## src/hdl/set_containment_check_assert.svh

```systemverilog
`ifndef SET_CONTAINMENT_CHECK_ASSERT_SVH
`define SET_CONTAINMENT_CHECK_ASSERT_SVH

// same-cycle implication on clk, quiet during reset
`define SCC_ASSERT_NOW(label, ante, cons, msg) \
  label: assert property (@(posedge clk) disable iff (rst) (ante) |-> (cons)) \
    else $error(msg);

// next-cycle implication on clk, quiet during reset
`define SCC_ASSERT_NEXT(label, ante, cons, msg) \
  label: assert property (@(posedge clk) disable iff (rst) (ante) |=> (cons)) \
    else $error(msg);

`endif

```

## src/hdl/scc_pkg.sv

```systemverilog
`default_nettype none

package scc_pkg;

  localparam int MAX_ITEMS = 16;
  localparam int IDX_W     = (MAX_ITEMS > 1) ? $clog2(MAX_ITEMS) : 1;
  localparam int CNT_W     = $clog2(MAX_ITEMS + 1);
  localparam int VAL_W     = 32;

  localparam logic [1:0] OP_PUSH_FIRST  = 2'd0;
  localparam logic [1:0] OP_PUSH_SECOND = 2'd1;
  localparam logic [1:0] OP_COMPARE     = 2'd2;

  localparam logic [1:0] REL_NONE            = 2'd0;
  localparam logic [1:0] REL_FIRST_IN_SECOND = 2'd1;
  localparam logic [1:0] REL_SECOND_IN_FIRST = 2'd2;
  localparam logic [1:0] REL_UNUSED          = 2'd3;

  // element of the second list travelling along the chain
  typedef struct packed {
    logic [VAL_W-1:0] data;
    logic             valid;
    logic             found;
  } b_token_t;

  typedef struct packed {
    logic a_we;
    logic b_we;
    logic load;
    logic scan;
    logic a_valid;
    logic b_valid;
  } cell_ctrl_t;

endpackage

`default_nettype wire

```

## src/hdl/scc_if.sv

```systemverilog
`default_nettype none

interface scc_in_if;
  logic              valid;
  logic              ready;
  logic [1:0]        op;
  logic signed [31:0] value;

  modport source (output valid, output op, output value, input ready);
  modport sink (input valid, input op, input value, output ready);
endinterface

interface scc_out_if;
  logic       valid;
  logic       ready;
  logic [1:0] relation;
  logic       overflow;

  modport source (output valid, output relation, output overflow, input ready);
  modport sink (input valid, input relation, input overflow, output ready);
endinterface

`default_nettype wire

```

## src/hdl/scc_cell.sv

```systemverilog
`default_nettype none

module scc_cell (
  input  logic                       clk,
  input  scc_pkg::cell_ctrl_t        ctrl,
  input  logic [scc_pkg::VAL_W-1:0]  wdata,
  input  scc_pkg::b_token_t          b_in,
  output scc_pkg::b_token_t          b_out,
  output logic                       a_ok,
  output logic                       b_ok
);
  import scc_pkg::*;

  logic [VAL_W-1:0] a_data;
  logic             a_found;
  b_token_t         b_tok;
  logic             match;

  assign match = b_tok.valid && ctrl.a_valid && (a_data == b_tok.data);

  always_comb begin
    b_out       = b_tok;
    b_out.found = b_tok.found | match;
  end

  assign a_ok = !ctrl.a_valid || a_found;
  assign b_ok = !b_tok.valid || b_tok.found;

  always_ff @(posedge clk) begin
    if (ctrl.a_we) begin
      a_data <= wdata;
    end
    if (ctrl.b_we) begin
      b_tok.data <= wdata;
    end
    if (ctrl.load) begin
      b_tok.valid <= ctrl.b_valid;
      b_tok.found <= 1'b0;
      a_found     <= 1'b0;
    end else if (ctrl.scan) begin
      b_tok   <= b_in;
      a_found <= a_found | match;
    end
  end

endmodule

`default_nettype wire

```

## src/hdl/set_containment_check.sv

```systemverilog
// push items: accepted back to back, no result
// compare item: the second list rotates once through the cell chain in the scan state,
// then the result is formed in the report state; input is stalled until the result enters the output register
// the next push may enter while a finished result waits in the output register
// synchronous active-high reset clears both counts, the overflow flag and the output valid;
// list contents are not cleared
`default_nettype none

`include "set_containment_check_assert.svh"

module set_containment_check (
  input logic      clk,
  input logic      rst,
  scc_in_if.sink   cmd,
  scc_out_if.source res
);
  import scc_pkg::*;

  typedef enum logic [2:0] {
    S_IDLE   = 3'b001,
    S_SCAN   = 3'b010,
    S_REPORT = 3'b100
  } state_t;

  state_t            state, state_next;
  logic [CNT_W-1:0]  first_count, second_count;
  logic              overflow_seen;
  logic [IDX_W-1:0]  scan_count;
  logic              out_valid;
  logic [1:0]        relation;
  logic              overflow;

  logic              cmd_accept, push_first, push_second, start_cmp;
  logic              first_full, second_full, res_free, finish;
  logic              all_a, all_b;

  cell_ctrl_t        ctrl [MAX_ITEMS];
  b_token_t          b_chain [MAX_ITEMS];
  logic [MAX_ITEMS-1:0] a_ok, b_ok;

  assign cmd.ready   = (state == S_IDLE);
  assign cmd_accept  = cmd.valid && cmd.ready;
  assign push_first  = cmd_accept && (cmd.op == OP_PUSH_FIRST);
  assign push_second = cmd_accept && (cmd.op == OP_PUSH_SECOND);
  assign start_cmp   = cmd_accept && (cmd.op == OP_COMPARE);
  assign first_full  = (first_count == CNT_W'(MAX_ITEMS));
  assign second_full = (second_count == CNT_W'(MAX_ITEMS));
  assign res_free    = !out_valid || res.ready;
  assign finish      = (state == S_REPORT) && res_free;

  for (genvar i = 0; i < MAX_ITEMS; i++) begin : g_cell
    always_comb begin
      ctrl[i].a_we    = push_first && !first_full &&
                        (first_count[IDX_W-1:0] == IDX_W'(i));
      ctrl[i].b_we    = push_second && !second_full &&
                        (second_count[IDX_W-1:0] == IDX_W'(i));
      ctrl[i].load    = start_cmp;
      ctrl[i].scan    = (state == S_SCAN);
      ctrl[i].a_valid = (CNT_W'(i) < first_count);
      ctrl[i].b_valid = (CNT_W'(i) < second_count);
    end

    scc_cell u_cell (
      .clk   (clk),
      .ctrl  (ctrl[i]),
      .wdata (cmd.value),
      .b_in  (b_chain[(i + MAX_ITEMS - 1) % MAX_ITEMS]),
      .b_out (b_chain[i]),
      .a_ok  (a_ok[i]),
      .b_ok  (b_ok[i])
    );
  end

  assign all_a = &a_ok;
  assign all_b = &b_ok;

  always_comb begin
    state_next = state;
    unique case (state)
      S_IDLE: begin
        if (start_cmp) begin
          state_next = S_SCAN;
        end
      end
      S_SCAN: begin
        if (scan_count == IDX_W'(MAX_ITEMS - 1)) begin
          state_next = S_REPORT;
        end
      end
      S_REPORT: begin
        if (res_free) begin
          state_next = S_IDLE;
        end
      end
      default: state_next = S_IDLE;
    endcase
  end

  always_ff @(posedge clk) begin
    if (rst) begin
      state         <= S_IDLE;
      scan_count    <= '0;
      first_count   <= '0;
      second_count  <= '0;
      overflow_seen <= 1'b0;
      out_valid     <= 1'b0;
    end else begin
      state <= state_next;
      if (state == S_SCAN) begin
        scan_count <= scan_count + IDX_W'(1);
      end else begin
        scan_count <= '0;
      end
      if (push_first) begin
        if (first_full) begin
          overflow_seen <= 1'b1;
        end else begin
          first_count <= first_count + CNT_W'(1);
        end
      end
      if (push_second) begin
        if (second_full) begin
          overflow_seen <= 1'b1;
        end else begin
          second_count <= second_count + CNT_W'(1);
        end
      end
      if (finish) begin
        first_count   <= '0;
        second_count  <= '0;
        overflow_seen <= 1'b0;
        out_valid     <= 1'b1;
      end else if (res.ready) begin
        out_valid <= 1'b0;
      end
    end
  end

  always_ff @(posedge clk) begin
    if (finish) begin
      overflow <= overflow_seen;
      if (all_a) begin
        relation <= REL_FIRST_IN_SECOND;
      end else if (all_b) begin
        relation <= REL_SECOND_IN_FIRST;
      end else begin
        relation <= REL_NONE;
      end
    end
  end

  assign res.valid    = out_valid;
  assign res.relation = relation;
  assign res.overflow = overflow;

  `SCC_ASSERT_NEXT(a_cmp_starts_scan, start_cmp, state == S_SCAN,
                   "compare item did not start a scan")
  `SCC_ASSERT_NEXT(a_finish_clears, finish,
                   first_count == '0 && second_count == '0 && !overflow_seen && out_valid,
                   "report did not clear the lists or raise the result")
  `SCC_ASSERT_NOW(a_count_bound, 1'b1,
                  first_count <= CNT_W'(MAX_ITEMS) && second_count <= CNT_W'(MAX_ITEMS),
                  "list count beyond capacity")
  `SCC_ASSERT_NOW(a_rel_code, out_valid, relation != REL_UNUSED,
                  "unused relation code on output")

endmodule

`default_nettype wire

```

## src/flat_wrapper.sv

```systemverilog
// flat-port wrapper written by rule: the top's interface ports become plain ports
module set_containment_check_flat import scc_pkg::*;
  (clk, rst, cmd_valid, cmd_op, cmd_value, cmd_ready, res_valid, res_relation, res_overflow, res_ready);
  scc_in_if cmd_i ();
  scc_out_if res_i ();
  input logic clk;
  input logic rst;
  input wire logic [$bits(cmd_i.valid)-1:0] cmd_valid;
  input wire logic [$bits(cmd_i.op)-1:0] cmd_op;
  input wire logic [$bits(cmd_i.value)-1:0] cmd_value;
  output wire logic [$bits(cmd_i.ready)-1:0] cmd_ready;
  output wire logic [$bits(res_i.valid)-1:0] res_valid;
  output wire logic [$bits(res_i.relation)-1:0] res_relation;
  output wire logic [$bits(res_i.overflow)-1:0] res_overflow;
  input wire logic [$bits(res_i.ready)-1:0] res_ready;
  assign cmd_i.valid = cmd_valid;
  assign cmd_i.op = cmd_op;
  assign cmd_i.value = cmd_value;
  assign cmd_ready = cmd_i.ready;
  assign res_valid = res_i.valid;
  assign res_relation = res_i.relation;
  assign res_overflow = res_i.overflow;
  assign res_i.ready = res_ready;
  set_containment_check u_core (.clk(clk), .rst(rst), .cmd(cmd_i), .res(res_i));
endmodule
```

## config.mk

```make
export PLATFORM = sky130hd
export DESIGN_NAME = set_containment_check_flat
export DESIGN_NICKNAME = d
export VERILOG_FILES = /design/src/hdl/scc_pkg.sv /design/src/hdl/scc_if.sv /design/src/hdl/scc_cell.sv /design/src/hdl/set_containment_check.sv /design/src/flat_wrapper.sv
export VERILOG_INCLUDE_DIRS = /design/src /design/src/hdl
export SDC_FILE = /design/constraint.sdc
export NUM_CORES = 2
export LEC_CHECK = 0
export BUFFER_PORTS_ARGS = -buffer_cell sky130_fd_sc_hd__clkbuf_2
export CORE_ASPECT_RATIO = 0.9
export CORE_UTILIZATION = 63
export DETAILED_ROUTE_END_ITERATION = 8
export PLACE_DENSITY = 0.84
export SETUP_SLACK_MARGIN = 0.1
export SYNTH_ARGS = -nofsm -noshare
export SYNTH_HDL_FRONTEND = slang
export SYNTH_SLANG_ARGS = --single-unit
```

## constraint.sdc

```tcl
create_clock -name clk -period 3.8 [get_ports clk]
set_input_delay 0.57 -clock clk [delete_from_list [all_inputs] [get_ports clk]]
set_output_delay 0.57 -clock clk [all_outputs]
set_load 0.02 [all_outputs]
```

## After elaboration in Yosys (flattened, before gate mapping)

Index checks and enable logic that the tools add are counted.
W data, S select, Z words.

| cells by class | value |
|---|---|
| add/sub/neg operators | 3 |
| $mul | 0 |
| divide/modulo/power cells | 0 |
| $lt $le $gt $ge | 32 |
| equality and inequality tests | 57 |
| shift operators | 0 |
| multiplexer cells | 75 |
| bitwise gates (word level) | 35 |
| reductions and logical operators | 151 |

Operators with widths:

| cell | number |
|---|---|
| $mux W32 | 32 |
| $mux W34 | 16 |
| $eq A32 B32 Y1 | 16 |
| $lt A4 B5 Y1 const A | 16 |
| $logic_and A1 B1 Y1 | 71 |
| $eq A4 B4 Y1 const B | 17 |
| $lt A3 B5 Y1 const A | 8 |
| $logic_not A1 Y1 | 35 |
| $mux W2 | 17 |
| $logic_or A1 B1 Y1 | 33 |
| $eq A4 B3 Y1 const B | 8 |
| $or A1 B1 Y1 | 32 |
| $reduce_and A16 Y1 | 2 |
| $lt A1 B5 Y1 const A | 4 |
| $lt A2 B5 Y1 const A | 4 |
| $eq A4 B2 Y1 const B | 4 |
| $add A5 B1 Y5 const B | 2 |
| $eq A5 B5 Y1 const B | 2 |
| $mux W3 | 3 |
| $pmux W3 S3 | 1 |
| $eq A4 B1 Y1 const B | 2 |
| $logic_not A4 Y1 | 2 |
| $mux W1 | 6 |
| $add A4 B1 Y4 const B | 1 |
| 13 further kinds | 19 |

| word-level totals | value |
|---|---|
| bits in registers | 1094 |
| bits in latches | 0 |
| RAM bits | 0 |
| memory bits (read-only) | 0 |
| output and inout bits | 5 |
| memories kept | 0 |

## Depth between registers and ports, before layout

| depth | value |
|---|---|
| depth after elaboration | 8 |
| mapped depth | 9 |
| mapped depth without buffers | 7 |

## By module

Synthesis repeated with hierarchy kept, for this count alone.

| unflattened totals | value |
|---|---|
| cell total of the unflattened synthesis | 4489 |
| area total of the unflattened synthesis | 50098.0 um2 |

Modules (own cells, without submodules):

| module | times used | cells an instance | area an instance (um2) | sequential area each (um2) |
|---|---|---|---|---|
| scc_cell | 16 | 267 | 3022.9 | 1671.6 |
| set_containment_check | 1 | 217 | 1731.7 | 470.5 |

## Worst setup path before layout

Ideal clock, no wire load.

| timing path | value |
|---|---|
| path kind | reg2reg |
| from | reg u_core.first_count[1] |
| to | reg u_core.g_cell[11].u_cell.a_data[0] (enable) |
| arrival | 3.064 ns |
| required time | 3.379 ns |
| setup slack | 0.315 ns |
| cell stages (with the launch flop) | 8 |
| buffers on the path | 1 |
| clock period less this slack | 3.485 ns |
| path through | dfxtp_1 > clkbuf_1 > inv_1 > ha_1 > and4bb_2 > nor4_4 > nand2_1 > nor2_1 |

RTL lines:

| item | RTL line | text |
|---|---|---|
| start, declared | set_containment_check.sv:26 | `logic [CNT_W-1:0] first_count, second_count;` |
| start signal, assigned | set_containment_check.sv:118 | `first_count <= first_count + CNT_W'(1);` |
| end signal, assigned | scc_cell.sv:31 | `a_data <= wdata;` |
| end, declared | scc_cell.sv:14 | `logic [VAL_W-1:0] a_data;` |

==> out/results.txt <==
The final setup violation count came out at 0. The run gives 0.584 ns as the post-layout worst setup margin. For the number of antenna violations at the first check in global routing, the log shows 4. The number of cell instances on the worst register-to-register path is 7. Among all stages on the critical path, the largest delay is contributed by dfxtp_1.

Capture instance of the worst register-to-register path: u_core.g_cell[13].u_cell.a_data[20]. In the finished design, the share of the clock period the worst path needs comes to 84.6%. In this run, post-CTS hold repair placed 0 buffers.

The maximum frequency from static timing analysis is 0.311 GHz, and the number of cells in the finished layout apart from fillers is 5,167. The run gives 3 as the buffer depth of the longest clock path. Once placement completed, the tool counted placed cells totaling 4,971.

Summing all non-filler instances in the final layout gives an area of 50,100 um^2. Once placement finished, the instance area stood at 46,600 um^2. The static leakage is 17.0 nW.

The tools report the library cell used as clock root buffer as clkbuf_16. The power density over the cells was 544 nW/um^2. By area, the combinational part of the netlist is dominated by simple AND/OR/NAND/NOR gates. TritonCTS built the clock tree. Number of remaining DRC errors: 0. For the wire length of the first global-routing pass, the log shows 196 mm. Relative to the synthesized area, the layout overhead comes to 10.2%. The logs give 63.6% for the initial cell density of the core and 4,182 for the post-synthesis net count.

The post-CTS resize count is 0, and the largest clock skew in the final design is 0.0242 ns. Counting instances, the worst hold path has a depth of 2. The final-layout setup total negative slack is 0 ns, and the share of the synthesized netlist area taken by xor and xnor gates is 9.83%. The number of port buffers was 42. The terminating pin of the worst hold path is u_core.state[1]. Of the cells placed in the final design, the portion with a size suffix greater than 1 is 8.09%. The tools report the flop-to-flop setup slack as 0.58 ns. Prior to clock tree synthesis, the placed netlist has a worst setup slack of 0.622 ns. Buffers inserted during clock tree synthesis total 104. The final critical-path required period works out to 3.22 ns. The worst relative slew slack came out at 26.1%.

The tools report the residual antenna-violating net count after detailed routing as 0. The logs give 4,961 for the total of fill cells in the finished design and 0 for the number of hold violations in the final report. The final route contains 32,800 vias. The total routing usage reported by global routing is 36.0%. Library cell occupying the most area in the post-synthesis netlist: edfxtp_1. The H-tree was split into 3 levels.

From bottom edge to top edge, the die measures 257 um. Summing the areas of all fa, ha and maj instances in the mapped netlist gives 0.248% of the synthesized area. Traced cell by cell, the critical path runs through inv_1 > ha_1 > and4bb_2 > nor4_4 > nand2_1 > nor2_2 > buf_4. The tool flagged a number of max-cap violations equal to 0. The number of sinks on the clock net is 1,094, and the average footprint of a synthesized cell is 11.0 um^2. Fraction of the mapped netlist area in compound gates: 8.83%.

The startpoint identified for the worst hold timing path is rst. The tools report the number of max-slew violations in the final report as 0. The category of the most critical setup path is reg2reg. The sequential cell area fraction in the yosys report is 59.9%, and the wire length per cell is 25.8 um. Summing the areas of all and, or, nand and nor instances in the mapped netlist gives 11.3% of the synthesized area. The number of different library cells used by synthesis comes to 65. The run gives 3.53 ns as the data arrival time at the worst-slack endpoint.

During synthesis, Yosys emitted a total of 0 warnings. The width of the die came out at 285 um. The pre-antenna-repair detailed-routing pass consisted of 9 iterations. The tools report the number of violations reported at the end of detailed-routing iteration 0 as 5,078. The number of global-route vias before repair is 31,100. After synthesis, the share of cell area in mux cells is 7.03%. For the final worst hold slack, the log shows 0.187 ns. Once detailed placement completed, the half-perimeter wirelength came to 87.0 mm. Proportion of netlist area held by the largest area contributor: 35.1%. In this run the post-CTS setup repair buffer count came out at 0. Largest fanout on the critical path: 32. The synthesized cell area is 45,400 um^2, and the residual overflow from global routing is 0. Ranked by total cell area, the synthesized netlist is headed by edfxtp_1, dfxtp_1, xnor2_1, mux2i_1, nand2_1. Yosys mapped a number of flops with a built-in enable equal to 531. VDD sags by at most 405 uV. In the routed layout, each cell is associated on average with a via count of 6.34. In this run the worst hold path is classified as in2reg. The region available for standard cell placement spans 71,400 um^2. The run gives 0.979 as the final estimated routing congestion in global placement. At the later pin of the worst-skew pair, clock insertion delay measures 0.68 ns.

The worst flop-to-flop path startpoint was u_core.first_count[1]. The flow ran to the end, and the final reports show no timing, DRC or antenna violations. At the worst endpoint, the required time is 4.11 ns. The count of mapped cells out of synthesis was 4,135; the number of register bits inferred by synthesis was 1,094. Setup repair after global routing left no endpoint under its margin. Clock-pin slew was measured on the worst setup and hold paths at 0.06 ns.

In the synthesized netlist the dominant register cell turns out to be dfxtp_1. On the worst path, the slowest cell contributes a delay of 0.63 ns. The worst setup path is launched from a register. The floorplan has 93 rows.

The worst setup path is captured at a register. At the end of the flow, the number of nets in the layout was 4,174. The run gives 159 as the pin count of the biggest net entering global routing. For the pin with the worst max-slew slack, the measured transition is 1.11 ns. For the top-level I/O count, the log shows 43. For this block, the routed nets add up to 133 mm of wire. The floorplan step defined a die boundary enclosing 73,200 um^2. Post-synthesis async set-or-reset flop share: 0%.
-- final cells by class --
cell class | count | area (um^2) | area share, %
Sequential cell | 1094 | 27200 | 54.4
Multi-Input combinational cell | 2759 | 17000 | 34.0
Clock buffer | 153 | 3110 | 6.22
Tap cell | 950 | 1190 | 2.37
Timing Repair Buffer | 137 | 1040 | 2.07
Clock inverter | 41 | 353 | 0.705
Inverter | 31 | 116 | 0.232
Antenna cell | 2 | 5.00 | 0.0100
-- worst max-delay path by stage --
stage | end | depth (start not counted) | from
2_1_floorplan | u_core.g_cell[11].u_cell.a_data[0] | 7 | u_core.first_count[1]
3_3_place_gp | u_core.g_cell[13].u_cell.a_data[12] | 6 | cmd_valid
3_5_place_dp | u_core.g_cell[13].u_cell.a_data[26] | 6 | cmd_valid
4_1_cts | u_core.g_cell[13].u_cell.a_data[0] | 7 | u_core.first_count[1]
5_1_grt | u_core.g_cell[13].u_cell.a_data[12] | 7 | u_core.first_count[1]
6_report | u_core.g_cell[13].u_cell.a_data[20] | 7 | u_core.first_count[1]
-- metrics by stage --
| stage | power, mW | utilization, % |
|---|---|---|
| 6_report | 27.3 | 70.1 |
| 5_1_grt | 27.9 | 70.1 |
| 4_1_cts | 27.2 | 70.1 |
| 3_5_place_dp | 16.9 | 65.2 |
| 3_3_place_gp | 16.7 | 65.2 |
| 2_1_floorplan | 15.7 | - |
-- cells in the mapped netlist, drive strengths merged (2+ instances only) --
master / n
inv: 31
o221ai: 5
o31ai: 2
o22ai: 10
o21a: 2
a21o: 3
edfxtp: 531
o21ai: 516
and3b: 4
mux2i: 319
ha: 9
a21boi: 2
a21oi: 200
a211oi: 10
or4: 2
buf: 99
or3: 3
nor4: 32
and3: 6
nor2: 232
xor2: 47
nand4: 119
xnor2: 463
dfxtp: 563
or2: 2
and4bb: 2
clkbuf: 152
and2: 2
nand2: 608
nor3: 22
nor2b: 12
nand3: 84
nand2b: 11
nor3b: 4
a2111o: 3
o311ai: 2
a221oi: 5
a31oi: 3
-- layout by cell type, fill, tap and decap left out, types with 86 or more instances in the layout --
cell type  instances
nand2_1          606
edfxtp_1         531
o21ai_0          380
nand4_1          119
o21ai_1          136
buf_4             86
a21oi_1          200
xnor2_1          463
mux2i_1          319
nor2_1           212
clkbuf_16        109
dfxtp_1          563
-- sequential cells by signal (all words and copies together) (netlist names) --
signal	count
u_core.overflow_seen	1
u_core.state	3
u_core.g_cell.u_cell.a_data	512
u_core.g_cell.u_cell.b_tok	16
u_core.scan_count	4
u_core.res.relation	2
u_core.res.overflow	1
u_core.res.valid	1
u_core.g_cell.u_cell.a_found	16
u_core.second_count	5
u_core.g_cell.u_cell.b_out	528
u_core.first_count	5
-- cell families (layout without fill, tap and decap cells) --
| family | count (synthesis) | after routing |
|---|---|---|
| and+or+nand+nor | 1151 | 1151 |
| AOI/OAI and AO/OA | 770 | 770 |
| DFF | 1094 | 1094 |
| other | 0 | 2 |
| buffers and inverters | 282 | 362 |
| xor gates and xnor gates | 510 | 510 |
| adders and majority gates | 9 | 9 |
| muxes | 319 | 319 |
-- report_power, final --
part / internal [mW] / leakage [nW] / switching, mW
Sequential: 13.3 / 9.44 / 1.22
Combinational: 1.07 / 5.81 / 1.23
Clock: 6.01 / 1.71 / 4.47
-- metal layers --
metal	vias up	GRT usage (%)	part of all wire [%]
met1	15800	50.8	39
li1	14400	-	-
met5	-	0	0.0068
met2	2153	54.5	44
met4	2	16.1	4.9
met3	374	6.49	12
-- worst max-delay path: cells and delay by family (launching register included) --
family | cells | cell delay, ns
buffers and inverters | 2 | 0.60
AND/OR/NAND/NOR | 4 | 1.36
adder cells (fa/ha/maj) | 1 | 0.24
flip-flops | 1 | 0.63
Note: power is estimated with default switching activity, not from simulation.
